==> src/rtl/rgba_source_over_blend_defines.svh <==
// Assertion macros shared by the blend pipeline.
// Each macro samples on clk and is disabled while rst is high.
`ifndef RGBA_SOURCE_OVER_BLEND_DEFINES_SVH
`define RGBA_SOURCE_OVER_BLEND_DEFINES_SVH

// Consequence must hold in the same cycle as the antecedent.
`define SOB_ASSERT_NOW(label, ante, cons, msg) \
  label: assert property (@(posedge clk) disable iff (rst) (ante) |-> (cons)) \
    else $error(msg);

// Consequence must hold in the cycle after the antecedent.
`define SOB_ASSERT_NEXT(label, ante, cons, msg) \
  label: assert property (@(posedge clk) disable iff (rst) (ante) |=> (cons)) \
    else $error(msg);

`endif

==> src/rtl/sob_pkg.sv <==
package sob_pkg;

  // Full channel value and the rounding offset used with it.
  localparam logic [7:0] CH_MAX     = 8'd255;
  localparam logic [7:0] ROUND_HALF = 8'd127;

  // Divider depth: two quotient bits per stage cover the eight-bit quotient.
  localparam int DIV_STAGES = 4;

  // One source and one destination pixel, straight alpha.
  typedef struct packed {
    logic [7:0] src_red;
    logic [7:0] src_green;
    logic [7:0] src_blue;
    logic [7:0] src_a;
    logic [7:0] dst_red;
    logic [7:0] dst_green;
    logic [7:0] dst_blue;
    logic [7:0] dst_alpha;
  } pair_t;

  // The blended destination pixel.
  typedef struct packed {
    logic [7:0] out_red;
    logic [7:0] out_green;
    logic [7:0] out_blue;
    logic [7:0] out_alpha;
  } blend_t;

  // How the result is formed once the effective alpha is known.
  typedef enum logic [2:0] {
    MODE_PASS = 3'b001,
    MODE_COPY = 3'b010,
    MODE_MIX  = 3'b100
  } mode_t;

  // Pixel pair with its effective source alpha.
  typedef struct packed {
    pair_t      pair;
    logic [7:0] ea;
  } alpha_t;

  // Everything the divider needs: numerators (rounding already added),
  // the combined alpha divisor and the result for the non-mixing modes.
  typedef struct packed {
    mode_t            mode;
    blend_t           base;
    logic [15:0]      an;
    logic [2:0][23:0] num;
  } wgt_t;

  // Floor division by 255 for x up to 255*255+127. With q = x/256 the
  // remainder x - 255q equals x[7:0] + q, which stays below 510, so a
  // single correction step is enough.
  function automatic logic [7:0] div255(input logic [15:0] x);
    logic [8:0] r;
    r = {1'b0, x[7:0]} + {1'b0, x[15:8]};
    if (r >= {1'b0, CH_MAX}) begin
      return x[15:8] + 8'd1;
    end else begin
      return x[15:8];
    end
  endfunction

  // Multiply by 255 as a shift and a subtract.
  function automatic logic [23:0] times255(input logic [15:0] x);
    return {x, 8'd0} - {8'd0, x};
  endfunction

  // One restoring division step: try to subtract the divisor shifted to
  // the quotient bit position. Returns the quotient bit over the remainder.
  function automatic logic [24:0] div_step(input logic [23:0] rem,
                                           input logic [15:0] an,
                                           input logic [2:0]  shift);
    logic [23:0] d;
    d = {8'd0, an} << shift;
    if (rem >= d) begin
      return {1'b1, rem - d};
    end else begin
      return {1'b0, rem};
    end
  endfunction

endpackage

==> src/rtl/rgba_source_over_blend.sv <==
// Source-over blend of one straight-alpha RGBA8 source pixel onto one
// straight-alpha RGBA8 destination pixel, scaled by a global opacity
// register (reset 255). The block takes one pixel pair per clock while
// the output is not stalled and returns one blended pixel per pair, in
// order. A pair passes through the effective alpha stages, then the
// weight product and numerator stages, then the divider, which resolves
// two quotient bits per stage. Each stage holds its transfer while
// stalled and empty stages fill behind it, so a stall on the output
// side loses no work. Write the opacity register only while no pixel
// is in flight.
module rgba_source_over_blend (
  input  logic            clk,
  input  logic            rst,
  input  logic            cfg_we,
  input  logic [7:0]      cfg_wdata,
  input  logic            pair_valid,
  output logic            pair_stall,
  input  sob_pkg::pair_t  pair,
  output logic            blend_valid,
  input  logic            blend_stall,
  output sob_pkg::blend_t blend
);

  `include "rgba_source_over_blend_defines.svh"

  logic            opacity;
  logic [7:0]      opacity_q;
  logic            pair_ready;
  logic            alpha_valid;
  logic            alpha_ready;
  sob_pkg::alpha_t alpha;
  logic            wgt_valid;
  logic            wgt_ready;
  sob_pkg::wgt_t   wgt;
  logic            wgt_held;
  logic            full_src;
  logic            ea_full;

  // Opacity register.
  always_ff @(posedge clk) begin
    if (rst) begin
      opacity_q <= sob_pkg::CH_MAX;
    end else if (cfg_we) begin
      opacity_q <= cfg_wdata;
    end
  end

  // Flag that the opacity is at its full value, used by the checks below.
  assign opacity = (opacity_q == sob_pkg::CH_MAX);

  assign pair_stall = !pair_ready;

  sob_alpha u_alpha (
    .clk       (clk),
    .rst       (rst),
    .opacity   (opacity_q),
    .in_valid  (pair_valid),
    .in_ready  (pair_ready),
    .in_data   (pair),
    .out_valid (alpha_valid),
    .out_ready (alpha_ready),
    .out_data  (alpha)
  );

  sob_weight u_weight (
    .clk       (clk),
    .rst       (rst),
    .in_valid  (alpha_valid),
    .in_ready  (alpha_ready),
    .in_data   (alpha),
    .out_valid (wgt_valid),
    .out_ready (wgt_ready),
    .out_data  (wgt)
  );

  sob_div u_div (
    .clk       (clk),
    .rst       (rst),
    .in_valid  (wgt_valid),
    .in_ready  (wgt_ready),
    .in_data   (wgt),
    .out_valid (blend_valid),
    .out_ready (!blend_stall),
    .out_data  (blend)
  );

  // Terms used by the checks below.
  assign wgt_held = wgt_valid && !wgt_ready;
  assign full_src = alpha_valid && opacity && (alpha.pair.src_a == sob_pkg::CH_MAX);
  assign ea_full  = (alpha.ea == sob_pkg::CH_MAX);

  // A write lands in the opacity register on the next cycle.
  `SOB_ASSERT_NEXT(a_cfg_write, cfg_we, opacity_q == $past(cfg_wdata), "opacity write lost")

  // With the output free, every stage moves, so the input cannot stall.
  `SOB_ASSERT_NOW(a_no_stall, !blend_stall, !pair_stall, "input stalled with output free")

  // A weight transfer held back by the divider stays put.
  `SOB_ASSERT_NEXT(a_wgt_hold, wgt_held, wgt_valid && $stable(wgt), "weight transfer dropped")

  // Full effective alpha at full opacity needs the source alpha at full
  // value to reach the copy path; the alpha stage must reflect that.
  `SOB_ASSERT_NOW(a_full_alpha, full_src, ea_full, "effective alpha wrong at full opacity")

endmodule

==> src/rtl/sob_alpha.sv <==
// Two-stage front end: scales the source alpha by the opacity register
// and divides by 255 with rounding.
module sob_alpha (
  input  logic                 clk,
  input  logic                 rst,
  input  logic [7:0]           opacity,
  input  logic                 in_valid,
  output logic                 in_ready,
  input  sob_pkg::pair_t       in_data,
  output logic                 out_valid,
  input  logic                 out_ready,
  output sob_pkg::alpha_t      out_data
);

  typedef struct packed {
    sob_pkg::pair_t pair;
    logic [15:0]    x;
  } a1_t;

  logic            v1;
  logic            v2;
  logic            adv1;
  logic            adv2;
  a1_t             s1;
  a1_t             s1_next;
  sob_pkg::alpha_t s2;
  sob_pkg::alpha_t s2_next;

  // A stage takes a new transfer when it is empty or its contents move on.
  assign adv2     = !v2 || out_ready;
  assign adv1     = !v1 || adv2;
  assign in_ready = adv1;

  // Stage 1: alpha times opacity plus the rounding offset.
  always_comb begin
    s1_next.pair = in_data;
    s1_next.x    = ({8'd0, in_data.src_a} * {8'd0, opacity}) +
                   {8'd0, sob_pkg::ROUND_HALF};
  end

  // Stage 2: divide by 255.
  always_comb begin
    s2_next.pair = s1.pair;
    s2_next.ea   = sob_pkg::div255(s1.x);
  end

  always_ff @(posedge clk) begin
    if (rst) begin
      v1 <= 1'b0;
      v2 <= 1'b0;
    end else begin
      if (adv1) begin
        v1 <= in_valid;
      end
      if (adv2) begin
        v2 <= v1;
      end
    end
  end

  always_ff @(posedge clk) begin
    if (adv1 && in_valid) begin
      s1 <= s1_next;
    end
    if (adv2 && v1) begin
      s2 <= s2_next;
    end
  end

  assign out_valid = v2;
  assign out_data  = s2;

endmodule

==> src/rtl/sob_weight.sv <==
// Three-stage weighting: picks the blend mode and forms the combined
// alpha, the rounded per-channel numerators and the output alpha.
module sob_weight (
  input  logic             clk,
  input  logic             rst,
  input  logic             in_valid,
  output logic             in_ready,
  input  sob_pkg::alpha_t  in_data,
  output logic             out_valid,
  input  logic             out_ready,
  output sob_pkg::wgt_t    out_data
);

  typedef struct packed {
    sob_pkg::mode_t   mode;
    sob_pkg::pair_t   pair;
    logic [2:0][15:0] ps;
    logic [15:0]      dainv;
    logic [15:0]      ea255;
  } w1_t;

  typedef struct packed {
    sob_pkg::mode_t   mode;
    sob_pkg::pair_t   pair;
    logic [15:0]      an;
    logic [2:0][23:0] sterm;
    logic [2:0][23:0] dterm;
  } w2_t;

  logic          v1;
  logic          v2;
  logic          v3;
  logic          adv1;
  logic          adv2;
  logic          adv3;
  w1_t           s1;
  w1_t           s1_next;
  w2_t           s2;
  w2_t           s2_next;
  sob_pkg::wgt_t s3;
  sob_pkg::wgt_t s3_next;
  logic [7:0]    inv;
  logic [15:0]   an_round;

  assign adv3     = !v3 || out_ready;
  assign adv2     = !v2 || adv3;
  assign adv1     = !v1 || adv2;
  assign in_ready = adv1;

  // Stage 1: mode decision and the first round of 8x8 products.
  assign inv = sob_pkg::CH_MAX - in_data.ea;

  always_comb begin
    if (in_data.ea == 8'd0) begin
      s1_next.mode = sob_pkg::MODE_PASS;
    end else if (in_data.ea == sob_pkg::CH_MAX) begin
      s1_next.mode = sob_pkg::MODE_COPY;
    end else begin
      s1_next.mode = sob_pkg::MODE_MIX;
    end
    s1_next.pair  = in_data.pair;
    s1_next.ps[0] = {8'd0, in_data.pair.src_red}   * {8'd0, in_data.ea};
    s1_next.ps[1] = {8'd0, in_data.pair.src_green} * {8'd0, in_data.ea};
    s1_next.ps[2] = {8'd0, in_data.pair.src_blue}  * {8'd0, in_data.ea};
    s1_next.dainv = {8'd0, in_data.pair.dst_alpha} * {8'd0, inv};
    s1_next.ea255 = {in_data.ea, 8'd0} - {8'd0, in_data.ea};
  end

  // Stage 2: combined alpha and the second round of products.
  always_comb begin
    s2_next.mode     = s1.mode;
    s2_next.pair     = s1.pair;
    s2_next.an       = s1.ea255 + s1.dainv;
    s2_next.sterm[0] = sob_pkg::times255(s1.ps[0]);
    s2_next.sterm[1] = sob_pkg::times255(s1.ps[1]);
    s2_next.sterm[2] = sob_pkg::times255(s1.ps[2]);
    s2_next.dterm[0] = {16'd0, s1.pair.dst_red}   * {8'd0, s1.dainv};
    s2_next.dterm[1] = {16'd0, s1.pair.dst_green} * {8'd0, s1.dainv};
    s2_next.dterm[2] = {16'd0, s1.pair.dst_blue}  * {8'd0, s1.dainv};
  end

  // Stage 3: numerators with half the divisor added, and the base result:
  // the pixel for the pass-through and copy modes, the alpha for mixing.
  assign an_round = s2.an + {8'd0, sob_pkg::ROUND_HALF};

  always_comb begin
    s3_next.mode = s2.mode;
    s3_next.an   = s2.an;
    for (int c = 0; c < 3; c++) begin
      s3_next.num[c] = s2.sterm[c] + s2.dterm[c] + {9'd0, s2.an[15:1]};
    end
    case (s2.mode)
      sob_pkg::MODE_PASS: begin
        s3_next.base.out_red   = s2.pair.dst_red;
        s3_next.base.out_green = s2.pair.dst_green;
        s3_next.base.out_blue  = s2.pair.dst_blue;
        s3_next.base.out_alpha = s2.pair.dst_alpha;
      end
      sob_pkg::MODE_COPY: begin
        s3_next.base.out_red   = s2.pair.src_red;
        s3_next.base.out_green = s2.pair.src_green;
        s3_next.base.out_blue  = s2.pair.src_blue;
        s3_next.base.out_alpha = sob_pkg::CH_MAX;
      end
      default: begin
        s3_next.base.out_red   = 8'd0;
        s3_next.base.out_green = 8'd0;
        s3_next.base.out_blue  = 8'd0;
        s3_next.base.out_alpha = sob_pkg::div255(an_round);
      end
    endcase
  end

  always_ff @(posedge clk) begin
    if (rst) begin
      v1 <= 1'b0;
      v2 <= 1'b0;
      v3 <= 1'b0;
    end else begin
      if (adv1) begin
        v1 <= in_valid;
      end
      if (adv2) begin
        v2 <= v1;
      end
      if (adv3) begin
        v3 <= v2;
      end
    end
  end

  always_ff @(posedge clk) begin
    if (adv1 && in_valid) begin
      s1 <= s1_next;
    end
    if (adv2 && v1) begin
      s2 <= s2_next;
    end
    if (adv3 && v2) begin
      s3 <= s3_next;
    end
  end

  assign out_valid = v3;
  assign out_data  = s3;

endmodule

==> src/rtl/sob_div.sv <==
// Four-stage restoring divider, two quotient bits per stage for all three
// color channels at once. The quotient never exceeds 255, so eight bits
// starting at the divisor shifted by seven cover it.
module sob_div (
  input  logic            clk,
  input  logic            rst,
  input  logic            in_valid,
  output logic            in_ready,
  input  sob_pkg::wgt_t   in_data,
  output logic            out_valid,
  input  logic            out_ready,
  output sob_pkg::blend_t out_data
);

  typedef struct packed {
    sob_pkg::mode_t   mode;
    sob_pkg::blend_t  base;
    logic [15:0]      an;
    logic [2:0][23:0] rem;
    logic [2:0][7:0]  quo;
  } divs_t;

  logic [sob_pkg::DIV_STAGES-1:0] v;
  logic [sob_pkg::DIV_STAGES:0]   adv;
  divs_t                          st [sob_pkg::DIV_STAGES];
  divs_t                          first;

  // Divider entry: remainder starts at the numerator, quotient empty.
  always_comb begin
    first.mode = in_data.mode;
    first.base = in_data.base;
    first.an   = in_data.an;
    first.rem  = in_data.num;
    first.quo  = '0;
  end

  assign adv[sob_pkg::DIV_STAGES] = out_ready;
  assign in_ready                 = adv[0];

  for (genvar g = 0; g < sob_pkg::DIV_STAGES; g++) begin : g_stage
    divs_t       prev;
    divs_t       st_next;
    logic        prev_v;
    logic [24:0] s1;
    logic [24:0] s2;

    if (g == 0) begin : g_head
      assign prev   = first;
      assign prev_v = in_valid;
    end else begin : g_body
      assign prev   = st[g-1];
      assign prev_v = v[g-1];
    end

    assign adv[g] = !v[g] || adv[g+1];

    // Two dependent subtract-and-compare steps per channel.
    always_comb begin
      st_next = prev;
      s1      = '0;
      s2      = '0;
      for (int c = 0; c < 3; c++) begin
        s1 = sob_pkg::div_step(prev.rem[c], prev.an, 3'(7 - 2*g));
        s2 = sob_pkg::div_step(s1[23:0], prev.an, 3'(6 - 2*g));
        st_next.quo[c][7 - 2*g] = s1[24];
        st_next.quo[c][6 - 2*g] = s2[24];
        st_next.rem[c]          = s2[23:0];
      end
    end

    always_ff @(posedge clk) begin
      if (rst) begin
        v[g] <= 1'b0;
      end else if (adv[g]) begin
        v[g] <= prev_v;
      end
    end

    always_ff @(posedge clk) begin
      if (adv[g] && prev_v) begin
        st[g] <= st_next;
      end
    end
  end

  // Mixed pixels take the quotients; the other modes use the base pixel.
  always_comb begin
    out_data = st[sob_pkg::DIV_STAGES-1].base;
    if (st[sob_pkg::DIV_STAGES-1].mode == sob_pkg::MODE_MIX) begin
      out_data.out_red   = st[sob_pkg::DIV_STAGES-1].quo[0];
      out_data.out_green = st[sob_pkg::DIV_STAGES-1].quo[1];
      out_data.out_blue  = st[sob_pkg::DIV_STAGES-1].quo[2];
    end
  end

  assign out_valid = v[sob_pkg::DIV_STAGES-1];

endmodule
==> config.mk <==
export PLATFORM = sky130hd
export DESIGN_NAME = rgba_source_over_blend
export DESIGN_NICKNAME = d
export VERILOG_FILES = /design/src/rtl/sob_pkg.sv /design/src/rtl/rgba_source_over_blend.sv /design/src/rtl/sob_alpha.sv /design/src/rtl/sob_weight.sv /design/src/rtl/sob_div.sv
export VERILOG_INCLUDE_DIRS = /design/src /design/src/rtl
export SDC_FILE = /design/constraint.sdc
export NUM_CORES = 2
export LEC_CHECK = 0
export BUFFER_PORTS_ARGS = -buffer_cell sky130_fd_sc_hd__buf_2
export CAP_MARGIN = 5
export CORE_MARGIN = 4
export CORE_UTILIZATION = 40
export CTS_BUF_LIST = sky130_fd_sc_hd__clkbuf_16
export CTS_CLUSTER_SIZE = 14
export DETAILED_ROUTE_END_ITERATION = 6
export SLEW_MARGIN = 20
export SYNTH_ARGS = -nofsm -noshare
export SYNTH_HDL_FRONTEND = slang
export SYNTH_HIERARCHICAL = 1
export SYNTH_SLANG_ARGS = --single-unit
export TNS_END_PERCENT = 5
==> constraint.sdc <==
create_clock -name clk -period 44.5 [get_ports clk]
set_input_delay 2.225 -clock clk [delete_from_list [all_inputs] [get_ports clk]]
set_output_delay 2.225 -clock clk [all_outputs]
set_load 0.02 [all_outputs]
; Word level (Yosys, flattened, before mapping)
; Memories as Yosys holds them, arrays and structs flattened.
; Index checks and enable logic that the tools add are counted.
; W data, S select, Z words.
[word_totals]
regBits = 634
ramBits = 588
inputBits = 77
output_inout_bits = 34
wordCells = 211
mem_count = 1
[memory_table]
columns = memory, words, word_bits, read_ports, rd_clocked_by_memory_dff, write_ports, line
row1 = u_div.st, 4, 147, 4, 0, 4, sob_div.sv:25  ; divs_t st [sob_pkg::DIV_STAGES];
[classes]
n_addsub = 42
multipliers = 8
magnitude_cmp = 26
n_eq_ne = 4
mux = 37
reduce_logical = 30
[op_table]
columns = op, n
row1 = $mux W25, 24
row2 = $sub A24 B16 Y24, 6
row3 = $mul A8 B8 Y16, 5
row4 = $add A24 B15 Y24, 3
row5 = $add A24 B24 Y24, 3
row6 = $ge A24 B16 Y1, 3
row7 = $ge A24 B17 Y1, 3
row8 = $ge A24 B18 Y1, 3
row9 = $ge A24 B19 Y1, 3
row10 = $ge A24 B20 Y1, 3
row11 = $ge A24 B21 Y1, 3
row12 = $ge A24 B22 Y1, 3
row13 = $ge A24 B23 Y1, 3
row14 = $mul A8 B16 Y24, 3
row15 = $sub A24 B17 Y24, 3
row16 = $sub A24 B18 Y24, 3
row17 = $sub A24 B19 Y24, 3
row18 = $sub A24 B20 Y24, 3
row19 = $sub A24 B21 Y24, 3
row20 = $sub A24 B22 Y24, 3
row21 = $sub A24 B23 Y24, 3
row22 = $pmux W32 S2, 1
row23 = $add A16 B7 Y16 const B, 2
row24 = $mux W24, 1
row25 = other kinds (17), 54

; Depth between registers and ports, before layout
[depth]
depth_word = 11
ltp_mapped = 27
mapped_depth_nobuf = 25

; Cells and area by module
; The synthesis kept the hierarchy.
[by_module_without_submodules]
columns = module, instances, cells_per_inst, area_each_um2
row1 = sob_weight, 1, 3909, 42625.9
row2 = sob_div, 1, 3671, 36373.6
row3 = sob_alpha, 1, 474, 7320.8
row4 = rgba_source_over_blend, 1, 28, 310.3

; Worst setup path after synthesis
; No wires, ideal clock.
[synth_path]
path_type = input -> register
startpoint = input port blend_stall
endpoint = register u_weight/s2[0] (netlist bit), enable pin
arrival_time_ps = 18488
t_required_ps = 43366
path_slack_ps = 24878
path_stages = 6
n_path_buf = 0
cell_sequence = inv_1 nor2b_1 and3_1 nand2_1 nor2b_1 a21boi_0
[synth_between]
elab_chain_cells = 8
[synth_lines]
columns = item, line
row1 = "start, declared", rgba_source_over_blend.sv:20  ; input logic blend_stall,
row2 = $logic_not A1 Y1, rgba_source_over_blend.sv:83  ; .out_ready (!blend_stall),
row3 = $logic_or A1 B1 Y1 (4 in series), sob_div.sv:55  ; assign adv[g] = !v[g] || adv[g+1];
row4 = named net wgt_ready, rgba_source_over_blend.sv:33  ; logic wgt_ready;
row5 = $logic_or A1 B1 Y1, sob_weight.sv:45  ; assign adv3 = !v3 || out_ready;
row6 = $logic_or A1 B1 Y1, sob_weight.sv:46  ; assign adv2 = !v2 || adv3;
row7 = $logic_and A1 B1 Y1, sob_weight.sv:136  ; if (adv2 && v1) begin
row8 = "end signal, assigned", sob_weight.sv:137  ; s2 <= s2_next;
row9 = "end, declared", sob_weight.sv:38  ; w2_t s2;
; The timed path passes the listed nets, and every way through them passes these cells.
; A chain may end at the register's enable or synchronous reset.

==> impl_metrics.prom <==
# TYPE chip_impl_metric gauge
chip_impl_metric{name="placedCellCount",unit=""} 10900
chip_impl_info{name="timing.critical_path.mode_cell",value="sky130_fd_sc_hd__o21ai_0"} 1
chip_impl_metric{name="power_switching",unit="mW"} 2.39
chip_impl_metric{name="clock_network_fraction_of_design_power",unit="%"} 17.3
chip_impl_metric{name="timing.slew.headroom",unit="%"} 27.6
chip_impl_metric{name="fp.dieArea",unit="mm^2"} 0.223
chip_impl_metric{name="io_buffer_count",unit=""} 110
chip_impl_metric{name="clock-sinks",unit=""} 1098
chip_impl_metric{name="timing_worst_slew_pin_value",unit="ns"} 1.09
chip_impl_metric{name="fill_cells",unit=""} 20000
chip_impl_metric{name="avgViaCountPerCell",unit=""} 5.35
chip_impl_info{name="startpoint_type",value="flop"} 1
chip_impl_metric{name="report.final.slew_viol_count",unit=""} 0
chip_impl_metric{name="cts_resized",unit=""} 0
chip_impl_metric{name="final_hold_violations",unit=""} 0
chip_impl_metric{name="seqPwrFrac",unit="%"} 25.5
chip_impl_metric{name="leakage",unit="nW"} 38.6
chip_impl_info{name="critPathTopFamily",value="compound AO/OA/AOI/OAI gates"} 1
chip_impl_info{name="min-delay-start",value="u_alpha/s1[43]"} 1
chip_impl_info{name="critical_path.startpoint",value="u_div/st[0][97]"} 1
chip_impl_info{name="cp_cell_sequence",value="inv_1 > ha_1 > nor2b_1 > o21ai_0 > a21boi_0 > o31a_1 > o21a_1 > o21ai_0 > and2_1 > inv_1 > o21ai_0 > fa_1 > nor2b_1 > o21ai_0 > a21oi_1 > o21a_1 > o21ai_0 > a21oi_1 > o31ai_1 > nor2b_1 > o211ai_1 > nor3_2 > buf_4 > mux2_2"} 1
chip_impl_metric{name="detail_route.drc_violations",unit=""} 3
chip_impl_metric{name="internal_power",unit="mW"} 3.41
chip_impl_metric{name="track_usage",unit="%"} 19.6
chip_impl_metric{name="worst_ir_drop_vdd",unit="mV"} 0.0973
chip_impl_info{name="clock_tree.root_cell",value="sky130_fd_sc_hd__clkbuf_16"} 1
chip_impl_metric{name="timing.setup.tns",unit="ns"} 0
chip_impl_metric{name="ios",unit=""} 111
chip_impl_metric{name="clock-skew-final",unit="ns"} 0.0608
chip_impl_metric{name="antenna_found_initial",unit=""} 9
chip_impl_metric{name="timing.critical_path.slowest_cell_delay",unit="ns"} 0.59
chip_impl_metric{name="clkTransAtPathRegs",unit="ns"} 0.06
chip_impl_metric{name="grt_start_max_net_pins",unit=""} 151
chip_impl_info{name="worstSetupPathType",value="flop to flop"} 1
chip_impl_metric{name="cap_viol_max_count",unit=""} 0
chip_impl_metric{name="worst_ep_arrival_time",unit="ns"} 8.15
chip_impl_metric{name="postRouteWirelength",unit="mm"} 221
chip_impl_info{name="worstHoldPathType",value="flop to flop"} 1
chip_impl_info{name="violations_in_the_final_reports",value="design-rule violations"} 1
chip_impl_info{name="grt_setup_unrepaired",value="no"} 1
chip_impl_metric{name="grt_first_pass_wirelength",unit="mm"} 343
chip_impl_metric{name="place.gp.congestion",unit=""} 0.905
chip_impl_metric{name="syn_area",unit="mm^2"} 0.0862
chip_impl_info{name="tritoncts_clock_tree",value="yes"} 1
chip_impl_metric{name="cts.htree.levels",unit=""} 3
chip_impl_metric{name="fmax",unit="GHz"} 0.130
chip_impl_metric{name="min_period_over_period",unit="%"} 17.2
chip_impl_metric{name="die_x",unit="um"} 472
chip_impl_metric{name="number_of_global_route_vias_before_repair",unit=""} 59200
chip_impl_metric{name="cts_hold_buffers",unit=""} 0
chip_impl_metric{name="cts-buffers-inserted",unit=""} 117
chip_impl_info{name="status",value="finished with violations"} 1
chip_impl_info{name="timing.rr.start",value="u_div/st[0][97]"} 1
chip_impl_metric{name="combPwrFrac",unit="%"} 57.2
chip_impl_metric{name="antenna_left",unit=""} 0
chip_impl_metric{name="route.detailed.wl_per_inst",unit="um"} 19.8
chip_impl_metric{name="floorplan.die.height",unit="um"} 472
chip_impl_metric{name="insertion_delay",unit="ns"} 0.76
chip_impl_metric{name="synthesis.instances",unit=""} 8066
chip_impl_metric{name="drt_iter0_markers",unit=""} 4230
chip_impl_info{name="worstSetupEndpointType",value="flop"} 1
chip_impl_metric{name="vias",unit=""} 59500
chip_impl_metric{name="post-cts-setup-buffers",unit=""} 0
chip_impl_metric{name="post_layout_nonfiller_instances",unit=""} 11100
chip_impl_metric{name="syn_area_per_cell",unit="um^2"} 10.7
chip_impl_metric{name="design.core.area",unit="mm^2"} 0.214
chip_impl_metric{name="initial_utilization",unit="%"} 40.2
chip_impl_info{name="slowest_stage",value="sky130_fd_sc_hd__and2_1"} 1
chip_impl_metric{name="sequential_cell_area",unit="mm^2"} 0.0328
chip_impl_metric{name="dr.pass1.iters",unit=""} 7
chip_impl_metric{name="time_the_worst_path_needs_with_i_o_delays_and_setup",unit="ns"} 7.67
chip_impl_metric{name="drive_above_1_share",unit="%"} 7.23
chip_impl_metric{name="critPathMaxFanout",unit=""} 18
chip_impl_metric{name="nNetsFinal",unit=""} 9623
chip_impl_metric{name="cts-root-to-sink-buffers",unit=""} 3
chip_impl_metric{name="synth_nets",unit=""} 9497
chip_impl_metric{name="multi_input_logic_area",unit="mm^2"} 0.0494
chip_impl_metric{name="grt_overflow_total",unit=""} 0
chip_impl_metric{name="synth-warning-count",unit=""} 6
chip_impl_metric{name="critical_path_buf_inv_count",unit=""} 3
chip_impl_metric{name="dp.final_hpwl",unit="mm"} 170
chip_impl_metric{name="placementRows",unit=""} 170
chip_impl_metric{name="power_switching_share",unit="%"} 41.2
chip_impl_metric{name="cp_data_required_time",unit="ns"} 44.98
chip_impl_metric{name="pwr_density_cell",unit="mW/mm^2"} 61.6
chip_impl_metric{name="setup_violation_total_in_the_final_timing_report",unit=""} 0
chip_impl_metric{name="final_core_util",unit="%"} 43.9
chip_impl_metric{name="flow.area_growth_from_synthesis",unit="%"} 9.29
power groups by stage:
stage / clock network [mW] / registers, mW / logic, mW
finish: 1.00 / 1.48 / 3.32
global route: 1.07 / 1.48 / 3.78
CTS: 1.03 / 1.48 / 3.33
detailed placement: 0 / 1.50 / 3.30
global placement: 0 / 1.50 / 3.24
floorplan: 0 / 1.47 / 2.54
state kept, by name, indices dropped and copies added, names as in the netlist:
register              cells
u_div/st                464
u_weight/s2             219
u_weight/s1             139
u_weight/out_data       123
u_alpha/s1               72
u_alpha/out_data         64
opacity_q                 8
u_div/g_stage.prev_v      3
u_alpha/out_valid         1
u_alpha/v1                1
u_div/out_valid           1
u_weight/out_valid        1
u_weight/v1               1
u_weight/v2               1
placed cells by master (no fill, tap or decap), types with 25 or more instances in the layout:
cell / instances
sky130_fd_sc_hd__a211oi_1: 37
sky130_fd_sc_hd__a21boi_0: 34
sky130_fd_sc_hd__a21o_1: 163
sky130_fd_sc_hd__a21oi_1: 450
sky130_fd_sc_hd__a22o_1: 25
sky130_fd_sc_hd__a31oi_1: 31
sky130_fd_sc_hd__and2_1: 479
sky130_fd_sc_hd__and3_1: 43
sky130_fd_sc_hd__buf_2: 110
sky130_fd_sc_hd__buf_4: 70
sky130_fd_sc_hd__clkbuf_16: 119
sky130_fd_sc_hd__edfxtp_1: 1081
sky130_fd_sc_hd__fa_1: 509
sky130_fd_sc_hd__ha_1: 845
sky130_fd_sc_hd__inv_1: 895
sky130_fd_sc_hd__mux2_2: 129
sky130_fd_sc_hd__mux2i_1: 38
sky130_fd_sc_hd__nand2_1: 598
sky130_fd_sc_hd__nand2b_1: 108
sky130_fd_sc_hd__nand3_1: 117
sky130_fd_sc_hd__nand4_1: 65
sky130_fd_sc_hd__nor2_1: 390
sky130_fd_sc_hd__nor2b_1: 155
sky130_fd_sc_hd__nor3_1: 124
sky130_fd_sc_hd__nor4_1: 41
sky130_fd_sc_hd__o211ai_1: 29
sky130_fd_sc_hd__o21a_1: 76
sky130_fd_sc_hd__o21ai_0: 371
sky130_fd_sc_hd__o21bai_1: 59
sky130_fd_sc_hd__o31ai_1: 28
sky130_fd_sc_hd__or3_1: 44
sky130_fd_sc_hd__xnor2_1: 402
sky130_fd_sc_hd__xor2_1: 144
metrics by stage:
step           hold WS [ns]  power, mW  cell area (um^2)  setup slack (ns)
3_5_place_dp          0.405       4.80             90200             36.93
2_1_floorplan         0.400       4.01             86200             24.88
3_3_place_gp          0.400       4.74             90200             36.97
6_report              0.391       5.80             94200             36.83
4_1_cts               0.392       5.83             94200             36.92
5_1_grt               0.399       6.33             94200             36.22
routing by layer:
layer	part of all wire (%)	vias up	GRT usage [%]
li1	-	28600	-
met1	45	29100	26.9
met2	46	1467	31.8
met3	4.3	338	2.14
met4	4.6	0	7.84
met5	0	-	0
worst paths after layout:
kind	endpoint	slack (ns)	cells past startpoint
hold reg to reg	u_alpha/out_data[35]	0.39	0
hold / removal	u_alpha/out_data[35]	0.39	0
setup / recovery	u_div/st[1][32]	36.83	24
setup reg to reg	u_div/st[1][32]	36.83	24
area by class of cell:
type / instances / share of cell area (%)
antenna: 2 / 0.00532
inverter: 877 / 3.50
multi-input combinational: 5915 / 52.5
sequential: 1098 / 34.8
clock inverter: 98 / 1.04
clock buffer: 119 / 3.16
tap: 2838 / 3.77
timing repair buffer: 183 / 1.20
No activity file was read; power rests on OpenSTA's default activity.
